===== src/hires_scanout_colorizer_defines.svh =====
// Assertion macros for the hi-res scanout colorizer.
// Used by the top level; expects clk and rst_n in scope.
`ifndef HIRES_SCANOUT_COLORIZER_DEFINES_SVH
`define HIRES_SCANOUT_COLORIZER_DEFINES_SVH
`ifndef NO_ASSERTIONS
`define HSC_ASSERT_NOW(lbl, ante, cons) \
  lbl: assert property (@(posedge clk) disable iff (!rst_n) (ante) |-> (cons)) \
    else $error("assertion failed");
`define HSC_ASSERT_NEXT(lbl, ante, cons) \
  lbl: assert property (@(posedge clk) disable iff (!rst_n) (ante) |=> (cons)) \
    else $error("assertion failed");
`else
`define HSC_ASSERT_NOW(lbl, ante, cons)
`define HSC_ASSERT_NEXT(lbl, ante, cons)
`endif
`endif


===== src/hsc_pkg.sv =====
// Shared types, constants and the page offset function of the colorizer.
// No dependencies.
`default_nettype none
package hsc_pkg;
  localparam int NUM_LANES      = 7;
  localparam int BYTES_PER_LINE = 40;
  localparam int FULL_LINES     = 192;
  localparam int MIXED_LINES    = 160;

  localparam logic CFG_MONO  = 1'b0;
  localparam logic CFG_MIXED = 1'b1;

  localparam logic [5:0] LAST_COLUMN = 6'(BYTES_PER_LINE - 1);
  localparam logic [8:0] FULL_END    = 9'(FULL_LINES);
  localparam logic [8:0] MIXED_END   = 9'(MIXED_LINES);

  typedef logic [23:0] pixel_t;

  localparam pixel_t WHITE_RGB = 24'hFFFFFF;
  localparam pixel_t BLACK_RGB = 24'h000000;
  localparam pixel_t PALETTE [4] = '{24'hFF44FD, 24'h14F53C, 24'h14CFFD, 24'hFF6A3C};

  typedef struct packed {
    logic mono;
    logic sel;
  } lane_ctl_t;

  typedef struct packed {
    logic [7:0]  line;
    logic [5:0]  column;
    logic [12:0] next_offset;
    logic        frame_end;
  } scan_t;

  function automatic logic [12:0] page_offset(input logic [7:0] line, input logic [5:0] col);
    logic [12:0] third;
    third = {6'd0, line[7:6], 5'd0} + {8'd0, line[7:6], 3'd0};
    return {line[2:0], 10'd0} + {3'd0, line[5:3], 7'd0} + third + {7'd0, col};
  endfunction
endpackage
`default_nettype wire


===== src/hsc_lane.sv =====
// One pixel lane: picks the color of one pixel bit.
// Depends on hsc_pkg.
`default_nettype none
module hsc_lane (
  input  hsc_pkg::lane_ctl_t ctl,
  input  logic               pix_bit,
  input  logic               prev_bit,
  input  logic               phase,
  output hsc_pkg::pixel_t    rgb
);
  import hsc_pkg::*;

  always_comb begin
    if (ctl.mono) begin
      rgb = pix_bit ? WHITE_RGB : BLACK_RGB;
    end else if (!pix_bit) begin
      rgb = BLACK_RGB;
    end else if (prev_bit) begin
      rgb = WHITE_RGB;
    end else begin
      rgb = PALETTE[{ctl.sel, phase}];
    end
  end
endmodule
`default_nettype wire


===== src/hsc_scan_ctr.sv =====
// Line and column counters, color history and next page offset.
// Depends on hsc_pkg.
`default_nettype none
module hsc_scan_ctr (
  input  logic          clk,
  input  logic          rst_n,
  input  logic          accept,
  input  logic          restart,
  input  logic          mixed,
  input  logic          last_bit,
  output logic          phase_start,
  output logic          prev_start,
  output hsc_pkg::scan_t scan
);
  import hsc_pkg::*;

  logic [7:0] line_r, line_nxt, line_eff;
  logic [5:0] col_r, col_nxt, col_eff;
  logic       phase_r, phase_nxt;
  logic       prev_r, prev_nxt;
  logic       last_col, last_line, line_start;
  logic [8:0] frame_lines;

  always_comb begin
    line_eff    = restart ? 8'd0 : line_r;
    col_eff     = restart ? 6'd0 : col_r;
    line_start  = (col_eff == 6'd0);
    phase_start = line_start ? 1'b0 : phase_r;
    prev_start  = line_start ? 1'b0 : prev_r;
    frame_lines = mixed ? MIXED_END : FULL_END;
    last_col    = (col_eff >= LAST_COLUMN);
    last_line   = (({1'b0, line_eff} + 9'd1) >= frame_lines);
    if (last_col) begin
      col_nxt  = 6'd0;
      line_nxt = last_line ? 8'd0 : line_eff + 8'd1;
    end else begin
      col_nxt  = col_eff + 6'd1;
      line_nxt = line_eff;
    end
    phase_nxt        = ~phase_start;
    prev_nxt         = last_bit;
    scan.line        = line_eff;
    scan.column      = col_eff;
    scan.next_offset = page_offset(line_nxt, col_nxt);
    scan.frame_end   = last_col && last_line;
  end

  always_ff @(posedge clk) begin
    if (!rst_n) begin
      line_r  <= 8'd0;
      col_r   <= 6'd0;
      phase_r <= 1'b0;
      prev_r  <= 1'b0;
    end else if (accept) begin
      line_r  <= line_nxt;
      col_r   <= col_nxt;
      phase_r <= phase_nxt;
      prev_r  <= prev_nxt;
    end
  end
endmodule
`default_nettype wire


===== src/hsc_merge.sv =====
// Output stage: gathers the lane colors and scan position into one register.
// Depends on hsc_pkg.
`default_nettype none
module hsc_merge (
  input  logic                                     clk,
  input  logic                                     rst_n,
  input  logic                                     in_valid,
  output logic                                     in_stall,
  input  hsc_pkg::pixel_t [hsc_pkg::NUM_LANES-1:0] lane_rgb,
  input  hsc_pkg::scan_t                           scan,
  output logic                                     out_valid,
  input  logic                                     out_stall,
  output hsc_pkg::pixel_t [hsc_pkg::NUM_LANES-1:0] out_rgb,
  output hsc_pkg::scan_t                           out_scan
);
  import hsc_pkg::*;

  logic                       valid_r;
  pixel_t [NUM_LANES-1:0]     rgb_r;
  scan_t                      scan_r;
  logic                       load;

  assign in_stall  = valid_r && out_stall;
  assign load      = in_valid && !in_stall;
  assign out_valid = valid_r;
  assign out_rgb   = rgb_r;
  assign out_scan  = scan_r;

  always_ff @(posedge clk) begin
    if (!rst_n) begin
      valid_r <= 1'b0;
    end else if (load) begin
      valid_r <= 1'b1;
    end else if (!out_stall) begin
      valid_r <= 1'b0;
    end
  end

  always_ff @(posedge clk) begin
    if (load) begin
      rgb_r  <= lane_rgb;
      scan_r <= scan;
    end
  end
endmodule
`default_nettype wire


===== src/hires_scanout_colorizer.sv =====
// Top level of the hi-res scanout colorizer: config registers, seven lanes, output stage.
// Depends on hsc_pkg, hsc_lane, hsc_scan_ctr, hsc_merge and the defines header.
//
//   channel  direction  handshake           payload
//   in       input      in_valid/in_stall   in_video_byte, in_restart
//   out      output     out_valid/out_stall pixels 0..6, line, column, offset, frame_end
//   cfg      input      cfg_we              cfg_index, cfg_data
//
// One request per cycle while in_stall is low; each result appears in the cycle after its request is taken.
// All seven pixels are produced at once by the lanes.
// A stalled result holds the output register and stalls the input only while it waits.
// Synchronous reset clears the counters, color history, config and the output valid.
`default_nettype none
`include "hires_scanout_colorizer_defines.svh"
module hires_scanout_colorizer (
  input  logic        clk,
  input  logic        rst_n,
  input  logic        in_valid,
  output logic        in_stall,
  input  logic [7:0]  in_video_byte,
  input  logic        in_restart,
  output logic        out_valid,
  input  logic        out_stall,
  output logic [23:0] out_pixel_0,
  output logic [23:0] out_pixel_1,
  output logic [23:0] out_pixel_2,
  output logic [23:0] out_pixel_3,
  output logic [23:0] out_pixel_4,
  output logic [23:0] out_pixel_5,
  output logic [23:0] out_pixel_6,
  output logic [7:0]  out_screen_line,
  output logic [5:0]  out_byte_column,
  output logic [12:0] out_next_offset,
  output logic        out_frame_end,
  input  logic        cfg_we,
  input  logic        cfg_index,
  input  logic        cfg_data
);
  import hsc_pkg::*;

  logic                   mono_r, mixed_r;
  logic                   accept;
  logic                   phase_start, prev_start;
  scan_t                  scan, out_scan;
  lane_ctl_t              ctl;
  pixel_t [NUM_LANES-1:0] lane_rgb, out_rgb;

  always_ff @(posedge clk) begin
    if (!rst_n) begin
      mono_r  <= 1'b0;
      mixed_r <= 1'b0;
    end else if (cfg_we) begin
      case (cfg_index)
        CFG_MONO:  mono_r  <= cfg_data;
        CFG_MIXED: mixed_r <= cfg_data;
        default: ;
      endcase
    end
  end

  assign accept   = in_valid && !in_stall;
  assign ctl.mono = mono_r;
  assign ctl.sel  = in_video_byte[7];

  hsc_scan_ctr u_ctr (
    .clk         (clk),
    .rst_n       (rst_n),
    .accept      (accept),
    .restart     (in_restart),
    .mixed       (mixed_r),
    .last_bit    (in_video_byte[NUM_LANES-1]),
    .phase_start (phase_start),
    .prev_start  (prev_start),
    .scan        (scan)
  );

  for (genvar g = 0; g < NUM_LANES; g++) begin : g_lane
    localparam logic ODD = 1'(g % 2);
    logic prev_bit;
    if (g == 0) begin : g_first
      assign prev_bit = prev_start;
    end else begin : g_rest
      assign prev_bit = in_video_byte[g-1];
    end
    hsc_lane u_lane (
      .ctl      (ctl),
      .pix_bit  (in_video_byte[g]),
      .prev_bit (prev_bit),
      .phase    (phase_start ^ ODD),
      .rgb      (lane_rgb[g])
    );
  end

  hsc_merge u_merge (
    .clk       (clk),
    .rst_n     (rst_n),
    .in_valid  (in_valid),
    .in_stall  (in_stall),
    .lane_rgb  (lane_rgb),
    .scan      (scan),
    .out_valid (out_valid),
    .out_stall (out_stall),
    .out_rgb   (out_rgb),
    .out_scan  (out_scan)
  );

  assign out_pixel_0     = out_rgb[0];
  assign out_pixel_1     = out_rgb[1];
  assign out_pixel_2     = out_rgb[2];
  assign out_pixel_3     = out_rgb[3];
  assign out_pixel_4     = out_rgb[4];
  assign out_pixel_5     = out_rgb[5];
  assign out_pixel_6     = out_rgb[6];
  assign out_screen_line = out_scan.line;
  assign out_byte_column = out_scan.column;
  assign out_next_offset = out_scan.next_offset;
  assign out_frame_end   = out_scan.frame_end;

  `HSC_ASSERT_NEXT(a_accept_gives_result, in_valid && !in_stall, out_valid)
  `HSC_ASSERT_NOW(a_column_range, out_valid, out_byte_column <= LAST_COLUMN)
  `HSC_ASSERT_NOW(a_frame_end_offset, out_valid && out_frame_end,
                  out_next_offset == 13'd0 && out_byte_column == LAST_COLUMN)
endmodule
`default_nettype wire

===== config.mk =====
export PLATFORM = sky130hd
export DESIGN_NAME = hires_scanout_colorizer
export DESIGN_NICKNAME = d
export VERILOG_FILES = /design/src/hsc_pkg.sv /design/src/hsc_lane.sv /design/src/hsc_scan_ctr.sv /design/src/hsc_merge.sv /design/src/hires_scanout_colorizer.sv
export VERILOG_INCLUDE_DIRS = /design/src /design/src/src
export SDC_FILE = /design/constraint.sdc
export NUM_CORES = 1
export LEC_CHECK = 0
export BUFFER_PORTS_ARGS = -buffer_cell sky130_fd_sc_hd__buf_2
export CELL_PAD_IN_SITES_DETAIL_PLACEMENT = 0
export CELL_PAD_IN_SITES_GLOBAL_PLACEMENT = 1
export CORE_AREA = 10 10 136 138
export CTS_CLUSTER_DIAMETER = 60
export DETAILED_ROUTE_END_ITERATION = 7
export DIE_AREA = 0 0 146 148
export PLACE_DENSITY_LB_ADDON = 0.1
export SYNTH_ARGS = -nofsm -noshare
export SYNTH_HDL_FRONTEND = slang
export SYNTH_SLANG_ARGS = --single-unit

===== constraint.sdc =====
create_clock -name clk -period 7.7 [get_ports clk]
set_clock_uncertainty 0.1 [all_clocks]
set_input_delay 1.54 -clock clk [delete_from_list [all_inputs] [get_ports clk]]
set_output_delay 1.54 -clock clk [all_outputs]
set_load 0.02 [all_outputs]

==> results.cfg, run 1 <==
[routing]
drc = 0
vias = 3947
drtPass1Iterations = 4
drt-initial-drc-count = 249
wl_per_cell_um = 18.7
vias_per_cell = 4.69
drt-total-wl_um = 15800
antenna_left = 0

[floorplan]
die_area_um2 = 21600
floorplan.initialDensity_pct = 37.2
die_x_um = 146
coreArea_um2 = 15700
die_h_um = 148
ios = 214
row_count = 46

[timing]
worst_slew_pin_slew_ns = 0.798
post-route-period-util_pct = 77.1
hold_ws_ns = 0.350
final-hold-violation-count = 0
final_max_slew_viol_count = 0
finalCriticalPeriod_ns = 5.94
final.setup.tns_ns = 0
finalSetupViolations = 0
max_slew_margin_pct = 46.7
max_freq_mhz = 168
rsz0062_at_grt = false

[yosys]
synth.distinct_cells = 54
synth-warning-count = 0
synth_top_area_cell = edfxtp_1
synth_area_leaders = edfxtp_1, buf_4, dfxtp_1, a21boi_0, nand2_1
postSynthCellCount = 519
synth_area_um2 = 5850
ys_ff_latch = 110
synth_area_per_cell_um2 = 11.3
synth_fp_nets = 551
ys_seq_area_share_pct = 53.3
synth_top_area_share_pct = 46.7

[final_layout]
layout-drive-gt1-share_pct = 39.4
final_cell_mix = buf_2, edfxtp_1, nand2_1, a21boi_0, nor2_1
fin_util_pct = 41.9
layout_commonest_cell = buf_2
final_cells = 841
nNetsFinal = 651
fillers = 1560
area_growth_pct = 12.7

[power]
finalPower_mw = 1.38
peakVddDrop_uv = 91.3
power_leakage_nw = 2.83
p_per_area_nw_per_um2 = 209

[worst_setup_path]
crit_chain = buf_2 -> nor2b_1 -> ha_1 -> nand3_1 -> xor2_1 -> nor2_1 -> ha_1 -> nor2b_1 -> nor2_1 -> or3_1 -> nand2b_1 -> a211o_1 -> and2_4 -> inv_1 -> fa_1 -> a21oi_1 -> a21oi_1 -> or4_1 -> a22oi_2
slowest_stage = or4_1
r2r_cells = 18
cp_max_fo = 23
cp_data_required_time_ns = 7.80
cp-start-kind = input port
r2r_setup_slack_ns = 2.72
endpoint_kind = register
endpoint = u_merge.out_scan[8]$_DFFE_PP_
crit_arrival_ns = 6.04
slowest_delay_ns = 0.44
rr_startpoint = u_ctr.line_r[0]$_SDFFE_PN0P_
reg2reg_to = u_merge.out_scan[8]$_DFFE_PP_
crit_type = input port to register
crit_start = in_restart

[placed_design]
numPlacedInstances = 824
port_buffers = 213
gp_congestion = 0.823
dpl.hpwl_um = 11800

[clock_network]
ctsResizeCount = 0
cts-htree-levels = 3
clkSinkCount = 110
cts.clk_slew.worst_paths_ns = 0.07
post_cts_buffers = 0
clock_path_buffers = 2
cts_buffers = 9
clk_latency_ns = 0.36
cts_tree = built
cts_hold_buffers = 0
root_buffer = clkbuf_16

[global_route]
gr-total-overflow = 0
antenna_found_initial = 0
groute.usage.overall_pct = 14.1
grt_pass1_vias = 3956
grt_start_max_net_pins = 57
grt_first_pass_wirelength_um = 24200

[job]
maxCapViolCount = 0

[min_path]
hold_start = u_ctr.phase_r$_SDFFE_PN0P_
min_path_type = register to register

[status]
run_status = completed
-- area by class of cell --
type	instances	area [um^2]	share of cell area [%]
Sequential cell	110	3110	47.3
Multi-Input combinational cell	269	1790	27.2
Timing Repair Buffer	214	1070	16.3
Tap cell	216	270	4.10
Clock buffer	10	229	3.48
Inverter	15	58.8	0.893
Clock inverter	6	46.3	0.703
Antenna cell	1	2.50	0.0380
-- worst min path at each step --
| stage | to | slack, ns | cells after the start |
|---|---|---|---|
| 4_1_cts | u_ctr.phase_r$_SDFFE_PN0P_ | 0.35 | 1 |
| 3_3_place_gp | u_ctr.phase_r$_SDFFE_PN0P_ | 0.34 | 1 |
| 5_1_grt | u_ctr.phase_r$_SDFFE_PN0P_ | 0.38 | 1 |
| 3_5_place_dp | u_ctr.phase_r$_SDFFE_PN0P_ | 0.34 | 1 |
| 6_report | u_ctr.phase_r$_SDFFE_PN0P_ | 0.35 | 1 |
| 2_1_floorplan | u_ctr.phase_r$_SDFFE_PN0P_ | 0.32 | 1 |
-- critical path: cells and delay by family --
kind / cells / cell delay [ns]
buffers and inverters: 2 / 0.34
and+or+nand+nor: 9 / 2.08
AOI/OAI and AO/OA: 4 / 0.78
adders and majority gates: 3 / 1.11
xor gates and xnor gates: 1 / 0.16
-- power breakdown --
| group | leakage (nW) | switching (mW) | internal [mW] |
|---|---|---|---|
| Combinational | 1.65 | 0.164 | 0.0640 |
| Clock | 0.135 | 0.223 | 0.223 |
| Sequential | 1.05 | 0.0180 | 0.684 |
-- registers in the layout, indices dropped and copies added (netlist names) --
signal             cells
u_ctr.line_r           8
u_merge.out_scan      28
u_merge.out_rgb       63
mono_r                 1
u_ctr.phase_r          1
u_ctr.prev_r           1
u_ctr.col_r            6
mixed_r                1
u_merge.out_valid      1
-- metrics by stage --
step,area (um^2),setup slack [ns]
finish,6590,1.76
global route,6580,1.45
CTS,6580,1.79
detailed placement,6310,1.41
global placement,6310,1.53
floorplan,5850,1.91
-- cells in the mapped netlist, drive strengths merged --
master / number
a2111o: 1
a2111oi: 1
a21o: 2
or3: 2
nand3b: 1
a21oi: 11
xnor2: 7
and2: 7
o2111ai: 1
or4: 1
xor2: 8
fa: 1
buf: 110
a31oi: 2
dfxtp: 19
nor4: 4
nand2b: 5
o211ai: 1
o31a: 14
inv: 15
and3: 2
o21ai: 17
a211o: 2
a2bb2oi: 1
o211a: 1
a21boi: 30
nor2b: 20
ha: 15
nor2: 20
mux2i: 6
a22oi: 2
nand4: 1
edfxtp: 91
nand3: 14
clkbuf: 15
and2b: 1
nor3: 9
nand2: 54
o21a: 5
-- layer usage --
metal  part of all wire (%)  global-route usage [%]  up-vias  routed length (um)
met1                     40                    16.0     1895                6370
met3                    7.4                    4.30       13                1170
met5                      0                       0        -                   0
li1                       -                       -     1904                   -
met2                     51                    24.8      135                7980
met4                    1.5                    4.75        0                 232
-- kinds of logic after synthesis --
family	after synthesis	synth area share (%)
muxes	6	1.03
AOI/OAI and AO/OA	91	11.3
xor gates and xnor gates	15	2.25
and+or+nand+nor	141	12.5
buffers and inverters	140	16.1
adders and majority gates	16	3.55
DFF	110	53.3
No activity file was read; power rests on OpenSTA's default activity.
==> run 2: changes to the inputs <==
--- a/config.mk
+++ b/config.mk
@@ -9,10 +9,10 @@
 export BUFFER_PORTS_ARGS = -buffer_cell sky130_fd_sc_hd__buf_2
 export CELL_PAD_IN_SITES_DETAIL_PLACEMENT = 0
 export CELL_PAD_IN_SITES_GLOBAL_PLACEMENT = 1
-export CORE_AREA = 10 10 136 138
+export CORE_AREA = 10 10 143 145
 export CTS_CLUSTER_DIAMETER = 60
 export DETAILED_ROUTE_END_ITERATION = 7
-export DIE_AREA = 0 0 146 148
+export DIE_AREA = 0 0 153 155
 export PLACE_DENSITY_LB_ADDON = 0.1
 export SYNTH_ARGS = -nofsm -noshare
 export SYNTH_HDL_FRONTEND = slang
==> constraint.sdc (replaced) <==
create_clock -name clk -period 5.33 [get_ports clk]
set_clock_uncertainty 0.1 [all_clocks]
set_input_delay 1.066 -clock clk [delete_from_list [all_inputs] [get_ports clk]]
set_output_delay 1.066 -clock clk [all_outputs]
set_load 0.02 [all_outputs]
==> results.cfg, run 2 (synthesis results as in run 1) <==
[status]
run_status = completed

[global_route]
gr-total-overflow = 0
met2_usage_pct = 23.2
antenna_found_initial = 0
grt_pass1_vias = 4083
busiest_layer = met2
grt_start_max_net_pins = 72
grt_first_pass_wirelength_um = 24400
grtUsageMet3_pct = 4.14
met1_usage_pct = 14.2
groute.usage.overall_pct = 13.0

[timing]
max_slew_margin_pct = 41.7
finalCriticalPeriod_ns = 4.77
worst_slew_pin_slew_ns = 0.874
final_max_slew_viol_count = 0
post-route-period-util_pct = 89.5
max_freq_mhz = 210
rsz0062_at_grt = false
final-hold-violation-count = 0
final.setup.tns_ns = 0
finalSetupViolations = 0

[worst_setup_path]
critical_path_buf_inv_count = 2
crit_chain = buf_2 -> nor2b_1 -> ha_1 -> nand3_1 -> xor2_1 -> nor2_1 -> ha_1 -> nor2b_1 -> nor2_1 -> or3_1 -> nand2b_1 -> a211o_1 -> and2_4 -> inv_1 -> fa_1 -> a21oi_1 -> a21oi_1 -> or4_1 -> a22oi_2
endpoint_kind = register
crit_arrival_ns = 4.87
cp-start-kind = input port
slowest_stage = or4_1
crit_type = input port to register
cp_max_fo = 9
path_delay_family = simple AND/OR/NAND/NOR gates
cp_data_required_time_ns = 5.43
slowest_delay_ns = 0.43

[power]
peakVddDrop_uv = 135
power_leakage_nw = 2.89
p_per_area_nw_per_um2 = 305

[floorplan]
ios = 214
coreArea_um2 = 17700
row_count = 49
die_area_um2 = 23700
die_x_um = 153
die_h_um = 155
floorplan.initialDensity_pct = 33.1

[job]
maxCapViolCount = 0

[clock_network]
clock_path_buffers = 2
cts-htree-levels = 3
root_buffer = clkbuf_16
cts.clk_slew.worst_paths_ns = 0.07
clk_latency_ns = 0.35
ctsResizeCount = 0
cts_tree = built
cts_hold_buffers = 0
clkSinkCount = 110
post_cts_buffers = 0
cts_buffers = 9

[routing]
wl_per_cell_um = 18.4
drt-total-wl_um = 15900
drt-initial-drc-count = 245
drtPass1Iterations = 4
vias = 3946
vias_per_cell = 4.57
drc = 0
antenna_left = 0

[placed_design]
port_buffers = 213
gp_congestion = 0.824
postPlaceCellArea_um2 = 6400
dpl.hpwl_um = 12000

[final_layout]
final_cell_mix = buf_2, edfxtp_1, nand2_1, a21boi_0, nor2_1
layout-drive-gt1-share_pct = 40.5
area_growth_pct = 14.7
largest_reg_flops = 63
nNetsFinal = 661
fillers = 1821
layout_commonest_cell = buf_2
fin_area_um2 = 6710

[min_path]
min_path_type = register to register
==> run 2: changes by cell type in the layout (fill, tap and decap cells not counted), sizes merged <==
cell / previous run / this run
buf: 214 / 224
bufinv: 0 / 1
clkbuf: 10 / 9
==> run 2: area by class of cell <==
type | instances | area (um^2) | area share (%)
antenna | 1 | 2.50 | 0.0373
clock buffer | 9 | 225 | 3.36
clock inverter | 7 | 80.1 | 1.19
inverter | 15 | 58.8 | 0.877
multi-input combinational | 269 | 1790 | 26.7
sequential | 110 | 3110 | 46.4
tap | 229 | 287 | 4.27
timing repair buffer | 224 | 1150 | 17.1
==> run 2: worst paths after layout <==
kind	from	endpoint	slack, ns	cells after the start
hold reg to reg	u_ctr.col_r[1]$_SDFFE_PN0P_	u_ctr.col_r[1]$_SDFFE_PN0P_	0.36	2
hold / removal	u_ctr.col_r[1]$_SDFFE_PN0P_	u_ctr.col_r[1]$_SDFFE_PN0P_	0.36	2
setup reg to reg	u_ctr.line_r[0]$_SDFFE_PN0P_	u_merge.out_scan[8]$_DFFE_PP_	0.84	18
setup / recovery	in_restart	u_merge.out_scan[8]$_DFFE_PP_	0.56	19
==> run 2: tightest hold or removal path, stage by stage, from the launching register on <==
cell and delay, ns:
dfxtp_1 0.31, nand2_1 0.04, a21boi_0 0.06
==> run 2: where the power goes <==
group	total (mW)	switching [mW]	leakage (nW)	internal, mW
logic	0.331	0.236	1.69	0.0949
registers	1.01	0.0252	1.05	0.987
clock network	0.703	0.332	0.148	0.371
total	2.05	0.594	2.89	1.45
==> run 2: per-stage QoR <==
stage                     setup slack (ns)  total power, mW  hold WS, ns  utilization, %  cells
final                                0.558             2.05        0.359            38.0    864
after global routing                 0.256             2.14        0.391            38.0    863
after CTS                            0.599             2.08        0.361            38.0    863
after detailed placement             0.242             1.37        0.349            36.2    847
after global placement               0.319             1.37        0.337            36.2    847
after floorplan                     0.0161             1.31        0.323               -    519
==> run 2: routing by layer <==
layer  routed length (um)  vias to the layer above
li1                     -                     1925
met1                 6300                     1864
met2                 8170                      143
met3                 1240                       14
met4                  202                        0
met5                    0                        -
